$ cat src/sv/iceop_pkg.sv
`timescale 1ns / 1ps

package iceop_pkg;

  localparam int EXT_HEADER_BYTES_DEF = 4;
  localparam int MIN_OBJECT_BYTES_DEF = 8;

  // Bytes taken by the object header: length (2), class number and C-type.
  localparam logic [15:0] OBJ_HEADER_BYTES = 16'd4;

  localparam int IN_DATA_W  = 24;
  localparam int OUT_DATA_W = 56;

  typedef struct packed {
    logic [15:0] total_length;
    logic        packet_start;
    logic [7:0]  data_byte;
  } iceop_item_t;

  typedef struct packed {
    logic        object_last;
    logic [7:0]  payload_byte;
    logic [15:0] payload_index;
    logic [15:0] payload_length;
    logic [7:0]  class_type;
    logic [7:0]  class_num;
  } iceop_result_t;

endpackage

$ cat src/sv/iceop_in_stage.sv
`timescale 1ns / 1ps

module iceop_in_stage
  import iceop_pkg::*;
(
  input  logic        clk,
  input  logic        rst,
  input  logic        in_valid,
  output logic        in_ready,
  input  iceop_item_t in_item,
  output logic        held_valid,
  input  logic        held_take,
  output iceop_item_t held_item
);

  // The stage refills in the same cycle that the walker takes its item.
  assign in_ready = !held_valid || held_take;

  always_ff @(posedge clk) begin
    if (rst) begin
      held_valid <= 1'b0;
    end else if (in_ready) begin
      held_valid <= in_valid;
    end
    if (in_valid && in_ready) begin
      held_item <= in_item;
    end
  end

endmodule

$ cat src/sv/iceop_walker.sv
`timescale 1ns / 1ps

module iceop_walker
  import iceop_pkg::*;
#(
  parameter int EXT_HEADER_BYTES = EXT_HEADER_BYTES_DEF,
  parameter int MIN_OBJECT_BYTES = MIN_OBJECT_BYTES_DEF
) (
  input  logic          clk,
  input  logic          rst,
  input  logic          item_valid,
  output logic          item_take,
  input  iceop_item_t   item,
  output logic          res_valid,
  input  logic          res_ready,
  output iceop_result_t res
);

  typedef enum logic [2:0] {
    PH_STOPPED,
    PH_HEADER,
    PH_LEN_HI,
    PH_LEN_LO,
    PH_CLASS,
    PH_CTYPE,
    PH_KEEP,
    PH_SKIP
  } phase_t;

  phase_t      phase, phase_next;
  logic [15:0] byte_offset, byte_offset_next;
  logic [15:0] latched_length, latched_length_next;
  logic [15:0] object_length, object_length_next;
  logic [15:0] object_remaining, object_remaining_next;
  logic [7:0]  held_class_num, held_class_num_next;
  logic [7:0]  held_class_type, held_class_type_next;

  logic          emit;
  iceop_result_t res_next;
  phase_t        cur_phase;
  logic [15:0]   off;
  logic [15:0]   len;
  logic [15:0]   full_len;
  logic [15:0]   plen;
  logic [16:0]  end_sum;

  assign item_take = item_valid && (!res_valid || res_ready);

  always_comb begin
    off       = item.packet_start ? 16'd0 : byte_offset;
    len       = item.packet_start ? item.total_length : latched_length;
    cur_phase = item.packet_start ? PH_HEADER : phase;
    if (cur_phase == PH_HEADER && off >= 16'(EXT_HEADER_BYTES)) begin
      cur_phase = PH_LEN_HI;
    end

    full_len = {object_length[15:8], item.data_byte};
    end_sum  = {1'b0, off - 16'd1} + {1'b0, full_len};
    plen     = object_length - OBJ_HEADER_BYTES;

    phase_next            = cur_phase;
    object_length_next    = object_length;
    object_remaining_next = object_remaining;
    held_class_num_next   = held_class_num;
    held_class_type_next  = held_class_type;
    emit                  = 1'b0;

    res_next.class_num      = held_class_num;
    res_next.class_type     = held_class_type;
    res_next.payload_length = plen;
    res_next.payload_index  = plen - object_remaining;
    res_next.payload_byte   = item.data_byte;
    res_next.object_last    = (object_remaining == 16'd1);

    case (cur_phase)
      PH_LEN_HI: begin
        // No more than a whole object header left: the walk ends here.
        if ({1'b0, off} + 17'd4 >= {1'b0, len}) begin
          phase_next = PH_STOPPED;
        end else begin
          object_length_next = {item.data_byte, 8'd0};
          phase_next         = PH_LEN_LO;
        end
      end
      PH_LEN_LO: begin
        object_length_next = full_len;
        if (full_len < OBJ_HEADER_BYTES || end_sum > {1'b0, len}) begin
          phase_next = PH_STOPPED;
        end else begin
          phase_next = PH_CLASS;
        end
      end
      PH_CLASS: begin
        held_class_num_next = item.data_byte;
        phase_next          = PH_CTYPE;
      end
      PH_CTYPE: begin
        held_class_type_next  = item.data_byte;
        object_remaining_next = plen;
        if (plen == 16'd0) begin
          phase_next = PH_LEN_HI;
        end else if (object_length < 16'(MIN_OBJECT_BYTES)) begin
          phase_next = PH_SKIP;
        end else begin
          phase_next = PH_KEEP;
        end
      end
      PH_KEEP: begin
        emit                  = 1'b1;
        object_remaining_next = object_remaining - 16'd1;
        if (object_remaining == 16'd1) begin
          phase_next = PH_LEN_HI;
        end
      end
      PH_SKIP: begin
        object_remaining_next = object_remaining - 16'd1;
        if (object_remaining == 16'd1) begin
          phase_next = PH_LEN_HI;
        end
      end
      default: begin
      end
    endcase

    byte_offset_next    = (off != 16'hFFFF) ? off + 16'd1 : off;
    latched_length_next = len;
  end

  always_ff @(posedge clk) begin
    if (rst) begin
      phase            <= PH_STOPPED;
      byte_offset      <= '0;
      latched_length   <= '0;
      object_length    <= '0;
      object_remaining <= '0;
      held_class_num   <= '0;
      held_class_type  <= '0;
      res_valid        <= 1'b0;
    end else if (item_take) begin
      phase            <= phase_next;
      byte_offset      <= byte_offset_next;
      latched_length   <= latched_length_next;
      object_length    <= object_length_next;
      object_remaining <= object_remaining_next;
      held_class_num   <= held_class_num_next;
      held_class_type  <= held_class_type_next;
      res_valid        <= emit;
    end else if (res_ready) begin
      res_valid <= 1'b0;
    end
    if (item_take && emit) begin
      res <= res_next;
    end
  end

endmodule

$ cat src/sv/icmp_extension_object_parser.sv
`timescale 1ns / 1ps

// ICMP extension object parser.
// The slave channel carries the extension structure one byte per transfer;
// tuser marks the first byte and total_length is sampled with it. The block
// skips the extension header, walks the objects and, for every payload byte
// of an object that is long enough and fits the structure, sends one
// transfer on the master channel with the object's class number, C-type,
// payload length and the byte's position; tlast marks the object's last byte.
// Header bytes, short objects and bytes after the walk ends give no transfer.
// Each byte is registered in the input register, then goes through the walk logic
// into the result register, from which its result is transferred.
// Throughput: one byte per cycle while the master side does not stall, set by the
// single walk step between the input register and the result register.
// A stalled master side holds its result; an empty input register still takes one
// more byte, after which s_tready falls until the result is taken.
// Reset clears both valid flags and leaves the walker waiting for a first byte.
module icmp_extension_object_parser
  import iceop_pkg::*;
#(
  parameter int EXT_HEADER_BYTES = EXT_HEADER_BYTES_DEF,
  parameter int MIN_OBJECT_BYTES = MIN_OBJECT_BYTES_DEF
) (
  input  logic                  clk,
  input  logic                  rst,
  input  logic                  s_tvalid,
  output logic                  s_tready,
  input  logic [IN_DATA_W-1:0]  s_tdata,  // data_byte, total_length
  input  logic                  s_tuser,  // packet_start
  output logic                  m_tvalid,
  input  logic                  m_tready,
  output logic [OUT_DATA_W-1:0] m_tdata,  // class_num, class_type, payload_length,
                                          // payload_index, payload_byte
  output logic                  m_tlast
);

  iceop_item_t   in_item;
  iceop_item_t   held_item;
  logic          held_valid;
  logic          held_take;
  iceop_result_t res;

  always_comb begin
    in_item.data_byte    = s_tdata[7:0];
    in_item.total_length = s_tdata[23:8];
    in_item.packet_start = s_tuser;
  end

  iceop_in_stage u_in (
    .clk        (clk),
    .rst        (rst),
    .in_valid   (s_tvalid),
    .in_ready   (s_tready),
    .in_item    (in_item),
    .held_valid (held_valid),
    .held_take  (held_take),
    .held_item  (held_item)
  );

  iceop_walker #(
    .EXT_HEADER_BYTES (EXT_HEADER_BYTES),
    .MIN_OBJECT_BYTES (MIN_OBJECT_BYTES)
  ) u_walk (
    .clk        (clk),
    .rst        (rst),
    .item_valid (held_valid),
    .item_take  (held_take),
    .item       (held_item),
    .res_valid  (m_tvalid),
    .res_ready  (m_tready),
    .res        (res)
  );

  assign m_tdata = {res.payload_byte, res.payload_index, res.payload_length,
                    res.class_type, res.class_num};
  assign m_tlast = res.object_last;

  // A result always lies inside its object's payload.
  a_index_in_range: assert property (@(posedge clk) disable iff (rst)
    m_tvalid |-> res.payload_index < res.payload_length)
    else $error("payload index beyond payload length");

  // The last byte flag sits exactly on the final payload position.
  a_last_position: assert property (@(posedge clk) disable iff (rst)
    m_tvalid |-> (res.object_last == (res.payload_index == res.payload_length - 16'd1)))
    else $error("object_last does not match payload position");

  // Only objects of at least the minimum length produce results.
  a_min_length: assert property (@(posedge clk) disable iff (rst)
    m_tvalid |-> res.payload_length >= 16'(MIN_OBJECT_BYTES) - OBJ_HEADER_BYTES)
    else $error("result from an object shorter than the minimum");

  // The walker never takes an item while a result waits on a stalled output.
  a_no_overwrite: assert property (@(posedge clk) disable iff (rst)
    m_tvalid && !m_tready |-> !held_take)
    else $error("walker advanced over a stalled result");

endmodule

$ cat config.mk
export PLATFORM = sky130hd
export DESIGN_NAME = icmp_extension_object_parser
export DESIGN_NICKNAME = d
export VERILOG_FILES = /design/src/sv/iceop_pkg.sv /design/src/sv/iceop_in_stage.sv /design/src/sv/iceop_walker.sv /design/src/sv/icmp_extension_object_parser.sv
export SDC_FILE = /design/constraint.sdc
export NUM_CORES = 1
export LEC_CHECK = 0
export BUFFER_PORTS_ARGS = -buffer_cell sky130_fd_sc_hd__clkbuf_2
export CAP_MARGIN = 0
export CORE_MARGIN = 2
export CORE_UTILIZATION = 46
export DETAILED_ROUTE_END_ITERATION = 10
export PLACE_DENSITY = 0.69
export SYNTH_ARGS = -nofsm -noshare
export SYNTH_HDL_FRONTEND = slang
export SYNTH_SLANG_ARGS = --single-unit
$ cat constraint.sdc
create_clock -name clk -period 6.3 [get_ports clk]
set_input_delay 0.315 -clock clk [delete_from_list [all_inputs] [get_ports clk]]
set_output_delay 0.315 -clock clk [all_outputs]
set_load 0.005 [all_outputs]
==> impl_metrics.yaml, run 1 <==
timing:
  layout_setup_ws_ns: 0.8803
  report.final.setup_viol: 0
  fmax_mhz: 184.5
  tightest_slew_ns: 1.134
  final-hold-violation-count: 0
  slew_headroom_pct: 24.38
  fin_crit_ns: 5.420
  period_share_pct: 86.03
  finalSetupTns_ns: 0
  rsz0062_at_grt: "no"
  holdWs_ns: 0.05064
  drv_slew: 0
  fin_skew_ns: 0.01180
final_layout:
  fin_area_sq_mm: 0.01077
  drive_above_1_share_pct: 13.03
  post-route-util_pct: 53.03
  final_cells: 1360
  syn2layout_area_growth_pct: 13.08
  nets: 1181
  antennaDiodeCount: 0
global_route:
  grt_pass1_wl_um: 36030
  grt_usage_pct: 20.84
  grt_max_degree: 71
  grt_pass1_vias: 6884
  gr-total-overflow: 0
  antenna_found_initial: 0
logic_synthesis:
  synth_simple_gate_area_share_pct: 17.95
  synth_edf_count: 82
  synth_cell_type_count: 69
  avgSynthCellArea_sq_um: 9.482
  syn_inst: 1004
  synth_xor_xnor_area_share_pct: 6.440
  synth_ff_type: "dfxtp_1"
  async_reset_ff_share_pct: 0
  netlist_area_sq_mm: 0.009520
  synth_adder_area_share_pct: 10.12
  synthMuxAreaShare_pct: 3.378
  yosysSeqAreaShare_pct: 43.74
  synth_nets: 1108
  synth_top_family_by_area: "simple AND/OR/NAND/NOR gates"
  synth_compound_area_share_pct: 14.61
  ys_ff_latch: 167
  ys_warn_count: 0
cts:
  cts_tree: "built"
  cts_resized: 0
  cts_buffers: 17
  cts.path.max_buffers: 2
  hold_buffers: 0
  post_cts_buffers: 0
  cts.htree.levels: 4
  clkTransAtPathRegs_ns: 0.07
  cts_root_buffer: "clkbuf_16"
  clock_sinks: 167
  insertion_delay_ns: 0.43
min_path:
  worstHoldStart: "s_tdata[9]"
  hold_class: "primary input to flop"
routing:
  drtIter0Drc: 506
  first_pass_iters: 5
  routed_wl_um: 22430
  ant_nets: 0
  vias: 7550
  drc: 0
  routedWlPerCell_um: 16.49
  vias_per_cell: 5.551
power:
  intPower_mw: 1.818
  p_per_area_mw_per_mm2: 234.8
  totalPowerFinal_mw: 2.528
  p_leak_nw: 4.097
  switching_share_pct: 28.07
  switchingPower_uw: 709.6
  ir_drop_v: 0.0001634
  p_clk_share_pct: 41.5
  pwr-share-seq_pct: 46.7
  combPwrFrac_pct: 11.8
worst_setup_path:
  r2r-start: "u_in.held_item[8]"
  arrival_ns: 5.78
  critPathMostFrequentCell: "ha_1"
  cpMaxStageDelayCell: "or4_1"
  required_ns: 6.66
  critical_path_class: "flop to flop"
  crit_path_start_kind: "flop"
  end_kind: "flop"
  critPathMaxFanout: 19
  slowest_delay_ns: 0.55
  worstPathCellList: "buf_4 -> nor2b_1 -> inv_1 -> ha_1 -> o21ai_0 -> xnor2_1 -> ha_1 -> o21a_1 -> nor2_1 -> o31ai_1 -> a31o_2 -> a21o_1 -> a21oi_1 -> xnor2_1 -> ha_1 -> nand2_1 -> or4_1 -> o32ai_1 -> a31oi_1 -> a311oi_1 -> a22oi_1 -> a21oi_1"
  crit_start: "u_in.held_item[8]"
die:
  dieHeight_um: 147.9
  io_pins: 88
  die_w_um: 147.9
  die_area_sq_mm: 0.02186
  start_util_pct: 46.90
  core_region_area_sq_mm: 0.02030
  row_count: 52
flow_run:
  max_cap_violations: 0
placement:
  place_inst: 1328
  placed_area_sq_mm: 0.01016
  hpwl_um: 16510
  place_congestion: 0.9141
  place_ws_ns: 0.9502
  port-buffer-count: 87
run_status:
  outcome: "complete, no violations"
==> final timing paths <==
path                                           end  slack, ns  cells past startpoint
worst max-delay path               u_walk.phase[2]       0.88                     22
worst max register to register     u_walk.phase[2]       0.88                     22
worst min-delay path            u_in.held_item[10]       0.05                      1
worst min register to register       u_walk.res[4]       0.43                      0
==> area by class of cell <==
class | instances | area (sq um)
Multi-Input combinational cell | 750 | 4999
Timing Repair Buffer | 94 | 488.0
Inverter | 47 | 176.4
Fill cell | 1887 | 9534
Clock buffer | 17 | 425.4
Sequential cell | 167 | 4164
Clock inverter | 15 | 175.2
Tap cell | 270 | 337.8
==> cell usage after synthesis (30+ instances only) <==
cell      count  area (sq um)
nand2_1      99         371.6
ha_1         73         913.4
a21oi_1      62         310.3
dfxtp_1      85          1702
inv_1        46         172.7
nor2_1       94         352.8
nand3_1      36         180.2
edfxtp_1     82          2462
o21ai_0      51         255.2
clkbuf_1     30         112.6
mux2i_1      31         310.3
xnor2_1      46         402.9
==> power by group through the flow <==
stage / Clock (mW) / Combinational (mW) / Sequential (mW)
final: 1.05 / 0.299 / 1.18
after global routing: 1.11 / 0.337 / 1.18
after CTS: 1.07 / 0.299 / 1.18
after detailed placement: 0 / 0.297 / 1.20
after global placement: 0 / 0.292 / 1.20
after floorplan: 0 / 0.223 / 1.19
==> registers in the layout, indices dropped and copies added (netlist names), 8 cells and up <==
name                     count
u_walk.object_remaining     16
u_walk.byte_offset          16
u_walk.latched_length       16
u_walk.held_class_type       8
u_in.held_item              25
u_walk.res                  57
u_walk.object_length        16
u_walk.held_class_num        8
==> per-layer routing <==
| metal | global-route usage (%) | up-vias | share of wire, % |
|---|---|---|---|
| met2 | 33.86 | 199 | 48 |
| met4 | 8.762 | 0 | 3.2 |
| li1 | - | 3792 | - |
| met1 | 27.60 | 3520 | 44 |
| met3 | 3.580 | 39 | 4.7 |
| met5 | 0 | - | 0 |
==> cell usage in the layout, fill, tap and decap left out, types with 10 or more instances in the layout <==
cell | synthesis | routed
nand2_1 | 99 | 99
nor2_1 | 94 | 94
clkbuf_2 | 1 | 87
dfxtp_1 | 85 | 85
edfxtp_1 | 82 | 82
ha_1 | 73 | 73
a21oi_1 | 62 | 62
o21ai_0 | 51 | 51
xnor2_1 | 46 | 46
inv_1 | 46 | 45
nand3_1 | 36 | 36
mux2i_1 | 31 | 31
a211oi_1 | 29 | 29
nor3_1 | 29 | 29
xor2_1 | 24 | 24
nand2b_1 | 17 | 17
clkbuf_16 | 0 | 17
nor2b_1 | 14 | 14
nand4_1 | 13 | 13
o21a_1 | 10 | 10
a21o_1 | 10 | 10
==> kinds of logic (layout without fill, tap and decap cells) <==
kind of cell             count (synthesis)  in the layout
AO/OA/AOI/OAI                          219            219
XOR/XNOR                                70             70
adder cells (fa/ha/maj)                 76             76
buffers and inverters                   87            173
flip-flops                             167            167
multiplexers                            32             32
AND/OR/NAND/NOR                        353            353
==> critical path, delay by kind of cell, from the launching register on <==
family | cells | cell delay, ns
AO/OA/AOI/OAI | 11 | 2.34
AND/OR/NAND/NOR | 4 | 1.04
adder cells (fa/ha/maj) | 3 | 0.91
flip-flops | 1 | 0.39
buffers and inverters | 2 | 0.38
XOR/XNOR | 2 | 0.26
Note: power is estimated with default switching activity, not from simulation.
==> inputs of run 2 (changes only) <==
--- a/config.mk
+++ b/config.mk
@@ -10,7 +10,6 @@
 export CORE_MARGIN = 2
 export CORE_UTILIZATION = 46
 export DETAILED_ROUTE_END_ITERATION = 10
-export PLACE_DENSITY = 0.69
 export SYNTH_ARGS = -nofsm -noshare
 export SYNTH_HDL_FRONTEND = slang
 export SYNTH_SLANG_ARGS = --single-unit
==> run 2 against run 1 <==
Compared with the run above: combinational power hardly changed; worst setup slack better by 0.12 ns; clock skew is 0.0027 ns higher; cell count stayed put; non-clock buffer count stayed put; total power is 0.16% lower; first-iteration DRC count is 22% lower.
==> impl_metrics.yaml, run 2 (same netlist as run 1, synthesis figures left out) <==
run_status:
  outcome: "complete, no violations"
final_layout:
  post-route-util_pct: 53.03
  syn2layout_area_growth_pct: 13.06
  reg_top3: "u_walk.res (57), u_in.held_item (25)"
  drive_above_1_share_pct: 13.12
  final_cell_mix: "99 x nand2_1, 94 x nor2_1, 87 x clkbuf_2"
  fin_area_sq_mm: 0.01076
  antennaDiodeCount: 0
  largest_reg_flops: 57
  nets: 1181
  final_cells: 1360
  regMostFlops: "u_walk.res"
  final_common_cell: "nand2_1"
worst_setup_path:
  crit_path_start_kind: "flop"
  arrival_ns: 5.68
  required_ns: 6.67
  critPathMaxFanout: 12
  end_kind: "flop"
  cpMaxStageDelayCell: "edfxtp_1"
  crit_buf_inv: 1
  critical_path_class: "flop to flop"
  slowest_delay_ns: 0.56
  worstPathCellList: "nor2b_1 -> inv_1 -> ha_1 -> o21ai_0 -> o21bai_1 -> nand2_1 -> ha_1 -> a21oi_1 -> nand2_1 -> o21ai_0 -> nand2_1 -> a31oi_1 -> o21ai_0 -> xor2_1 -> ha_1 -> nand2_1 -> or4_1 -> o32ai_1 -> a31oi_1 -> a311oi_1 -> a22oi_1 -> a21oi_1"
  path_delay_family: "compound AO/OA/AOI/OAI gates"
  critPathMostFrequentCell: "nand2_1"
cts:
  cts_root_buffer: "clkbuf_16"
  clkTransAtPathRegs_ns: 0.08
  clock_sinks: 167
  cts.path.max_buffers: 2
  post_cts_buffers: 0
  cts_resized: 0
  cts_tree: "built"
  insertion_delay_ns: 0.44
  cts.htree.levels: 4
  hold_buffers: 0
  cts_buffers: 17
timing:
  rsz0062_at_grt: "no"
  final-hold-violation-count: 0
  slew_headroom_pct: 38.79
  drv_slew: 0
  report.final.setup_viol: 0
  tightest_slew_ns: 0.9085
  fin_crit_ns: 5.305
  finalSetupTns_ns: 0
  period_share_pct: 84.20
  fmax_mhz: 188.5
  fin_skew_ns: 0.01448
  holdWs_ns: 0.04717
die:
  io_pins: 88
  row_count: 52
  dieHeight_um: 147.9
  die_w_um: 147.9
  start_util_pct: 46.90
  die_area_sq_mm: 0.02186
  core_region_area_sq_mm: 0.02030
routing:
  m1WireLength_um: 10580
  drc: 0
  route.met3.wl_um: 834
  routedWlPerCell_um: 16.76
  drtIter0Drc: 397
  ant_nets: 0
  vias_per_cell: 5.465
  first_pass_iters: 5
  top_layer: "met4"
  vias: 7432
  routed_wl_um: 22790
  route.met2.wl_um: 10660
power:
  switching_share_pct: 28.12
  pwr-share-seq_pct: 46.8
  p_per_area_mw_per_mm2: 234.4
  p_clk_share_pct: 41.3
  switchingPower_uw: 709.7
  p_leak_nw: 4.095
  intPower_mw: 1.814
  combPwrFrac_pct: 11.9
  ir_drop_v: 0.0001834
global_route:
  grt_pass1_wl_um: 36380
  antenna_found_initial: 0
  grt_pass1_vias: 6937
  grt_max_degree: 71
  grt_usage_pct: 21.17
  gr-total-overflow: 0
flow_run:
  max_cap_violations: 0
placement:
  place_inst: 1328
  hpwl_um: 16660
  port-buffer-count: 87
  placed_area_sq_mm: 0.01017
  place_congestion: 0.8990
min_path:
  hold_class: "primary input to flop"
[run 2: cell count changes in the layout (fill, tap and decap cells not counted)]
cell | previous run | this run
and2_1 | 4 | 3
inv_6 | 1 | 4
and2_2 | 0 | 1
inv_8 | 9 | 5
clkinv_8 | 3 | 4
[run 2: final cells by class]
type	count	area (sq um)
clock buffer	17	425.4
clock inverter	15	172.7
fill	1907	9535
inverter	47	176.4
multi-input combinational	750	5000
sequential	167	4164
tap	270	337.8
timing repair buffer	94	488.0
[run 2: worst paths after layout]
path	from	end	slack, ns	cells after the start
max	u_in.held_item[8]	u_walk.phase[2]	1.0	22
min	s_tdata[2]	u_in.held_item[2]	0.05	1
max reg2reg	u_in.held_item[8]	u_walk.phase[2]	1.0	22
min reg2reg	u_walk.held_class_type[0]	u_walk.res[8]	0.43	0
[run 2: layer usage]
layer	GRT usage [%]	vias to the layer above
met5	0	-
met2	35.02	177
met1	27.60	3430
li1	-	3781
met4	8.333	0
met3	3.858	44
[run 2: metrics by stage]
| step | power [mW] | worst slack [ns] |
|---|---|---|
| final | 2.524 | 0.9954 |
| after global routing | 2.636 | 0.5698 |
| after detailed placement | 1.503 | 1.020 |
| after CTS | 2.551 | 1.013 |
| after global placement | 1.504 | 1.177 |
| after floorplan | 1.416 | 0.9880 |
[run 2: power by group through the flow]
stage / clock network, mW / registers (mW) / logic [mW]
floorplan: 0 / 1.19 / 0.223
global placement: 0 / 1.21 / 0.298
detailed placement: 0 / 1.21 / 0.297
CTS: 1.07 / 1.18 / 0.300
global route: 1.11 / 1.18 / 0.338
finish: 1.04 / 1.18 / 0.301
==> inputs of run 3 (changes only) <==
--- a/config.mk
+++ b/config.mk
@@ -5,6 +5,7 @@
 export SDC_FILE = /design/constraint.sdc
 export NUM_CORES = 1
 export LEC_CHECK = 0
+export ABC_AREA = 1
 export BUFFER_PORTS_ARGS = -buffer_cell sky130_fd_sc_hd__clkbuf_2
 export CAP_MARGIN = 0
 export CORE_MARGIN = 2
==> constraint.sdc (replaced) <==
create_clock -name clk -period 5.35 [get_ports clk]
set_input_delay 0.2675 -clock clk [delete_from_list [all_inputs] [get_ports clk]]
set_output_delay 0.2675 -clock clk [all_outputs]
set_load 0.005 [all_outputs]
==> run 3 against run 2 <==
Compared with the run above: sequential share of layout area down 2.5 points; largest cell class unchanged; via count rose by 9.1%; cell area rose by 6.9%.
==> impl_metrics.yaml, run 3 <==
cts:
  cts_root_buffer: "clkbuf_16"
  cts_tree: "built"
  post_cts_buffers: 0
  cts.path.max_buffers: 2
  cts_buffers: 17
  clkTransAtPathRegs_ns: 0.07
  cts.htree.levels: 4
  clock_sinks: 167
  insertion_delay_ns: 0.43
power:
  p_leak_nw: 4.965
  p_per_area_mw_per_mm2: 265.4
  ir_drop_v: 0.0002126
logic_synthesis:
  yosysMostFrequentCell: "nand2_1"
  synthTopCellsByCount: "196 x nand2_1, 138 x inv_1, 113 x nor2_1"
  ys_warn_count: 0
  synth_top_area_share_pct: 24.61
  yosysSeqAreaShare_pct: 41.62
  netlist_area_sq_mm: 0.01000
  synthMuxAreaShare_pct: 1.501
  synthTopCellsByArea: "edfxtp_1 25%, dfxtp_1 17%, ha_1 9.1%"
  avgSynthCellArea_sq_um: 8.486
  synth_compound_area_share_pct: 12.57
  synth_xor_xnor_area_share_pct: 5.515
  synth_ff_type: "dfxtp_1"
  synth_simple_gate_area_share_pct: 21.96
  netlist.top_cell.by_area: "edfxtp_1"
  async_reset_ff_share_pct: 0
  syn_inst: 1179
  synth_adder_area_share_pct: 9.530
  synth_nets: 1283
  synth_cell_type_count: 54
  synth_edf_count: 82
  ys_ff_latch: 167
  synth_top_family_by_area: "simple AND/OR/NAND/NOR gates"
placement:
  place_congestion: 1.009
  hpwl_um: 19560
  port-buffer-count: 87
  placed_area_sq_mm: 0.01069
flow_run:
  max_cap_violations: 0
final_layout:
  nets: 1388
  drive_above_1_share_pct: 16.19
  largest_reg_flops: 57
  antennaDiodeCount: 0
  fin_area_sq_mm: 0.01151
  reg_top3: "u_walk.res (57), u_in.held_item (25)"
  fill_cells: 1989
  final_common_cell: "nand2_1"
  syn2layout_area_growth_pct: 15.02
  multiInputGateArea_sq_mm: 0.005117
  final_cell_mix: "196 x nand2_1, 138 x inv_1, 112 x nor2_1"
  seq_area_sq_mm: 0.004164
  regMostFlops: "u_walk.res"
die:
  row_count: 53
  die_w_um: 151.5
  core_region_area_sq_mm: 0.02115
  start_util_pct: 47.29
  dieHeight_um: 151.5
  io_pins: 88
  die_area_sq_mm: 0.02294
routing:
  first_pass_iters: 5
  vias: 8108
  drtIter0Drc: 541
  ant_nets: 0
  routedWlPerCell_um: 16.41
  vias_per_cell: 5.158
  routed_wl_um: 25790
  drc: 0
worst_setup_path:
  crit_path_start_kind: "flop"
  critPathMostFrequentCell: "nand2_1"
  critPathMaxFanout: 13
  end_kind: "flop"
  arrival_ns: 5.04
  slowest_delay_ns: 0.54
  critical_path_class: "flop to flop"
  required_ns: 5.64
  cpMaxStageDelayCell: "edfxtp_1"
global_route:
  grt_pass1_wl_um: 40830
  grt_max_degree: 49
  grt_use_met3_pct: 3.832
  use_met1_pct: 29.01
  grt.met2_usage_pct: 40.07
  grt_usage_pct: 23.37
  gr-total-overflow: 0
  grt_busiest_layer: "met2"
  grt_pass1_vias: 7829
  antenna_found_initial: 0
timing:
  fmax_mhz: 210.4
  finalSetupTns_ns: 0
  tightest_slew_ns: 1.068
  rsz0062_at_grt: "no"
  report.final.setup_viol: 0
  slew_headroom_pct: 28.74
  period_share_pct: 88.82
  fin_skew_ns: 0.01166
  final-hold-violation-count: 0
  fin_crit_ns: 4.752
  drv_slew: 0
run_status:
  outcome: "complete, no violations"
min_path:
  hold_class: "primary input to flop"
[run 3: cell type report]
| type | instances | share of cell area [%] |
|---|---|---|
| flip-flops and latches | 167 | 36.19 |
| multi-input cells | 832 | 44.47 |
| inverters | 151 | 5.034 |
| well taps | 275 | 2.990 |
| clock inverters | 15 | 1.533 |
| clock buffers | 17 | 3.697 |
| repair buffers | 115 | 6.089 |
[run 3: where the power goes]
| part | total, mW | internal, mW | switching (mW) |
|---|---|---|---|
| Clock | 1.24 | 0.634 | 0.605 |
| Sequential | 1.39 | 1.36 | 0.0249 |
| Combinational | 0.430 | 0.161 | 0.269 |
[run 3: repair_timing]
item | in CTS | in global routing
hold buffers | 19 | 3
endpoints found under the hold margin | 19 | 3
resized for setup | 0 | 0
[run 3: critical path: cells and delay by family (launching register included)]
kind	cells	cell delay, ns
simple gates	16	1.40
compound gates	7	1.17
fa+ha+maj	3	0.83
flops	1	0.54
buf+inv	3	0.36
xor+xnor	2	0.30
[run 3: metal layers]
| layer | part of all wire (%) | vias to the layer above |
|---|---|---|
| li1 | - | 4163 |
| met1 | 44 | 3718 |
| met2 | 49 | 174 |
| met3 | 3.4 | 53 |
| met4 | 3.6 | 0 |
| met5 | 0 | - |
[run 3: final timing paths]
path / from / endpoint / slack, ns / depth (start not counted)
hold / removal: s_tdata[6] / u_in.held_item[6] / 0.02 / 1
setup / recovery: u_in.held_item[8] / u_walk.phase[2] / 0.60 / 31
hold reg to reg: u_walk.held_class_type[6] / u_walk.res[14] / 0.43 / 0
setup reg to reg: u_in.held_item[8] / u_walk.phase[2] / 0.60 / 31
[run 3: kinds of logic (layout without fill, tap and decap cells)]
group	count (synthesis)	after routing
flops	167	167
fa+ha+maj	75	75
compound gates	224	224
buf+inv	180	298
mux	15	15
simple gates	455	455
xor+xnor	63	63
[run 3: stage by stage]
step	power (mW)	hold slack [ns]	setup WS, ns	instances	utilization, %
4_1_cts	3.089	0.0006563	0.6030	1569	54.26
2_1_floorplan	1.710	0.3664	0.9572	1179	-
5_1_grt	3.208	0.001339	0.1175	1572	54.40
3_5_place_dp	1.830	0.4116	0.6517	1518	50.51
6_report	3.054	0.01577	0.5979	1572	54.40
3_3_place_gp	1.831	0.4067	0.8367	1518	50.51
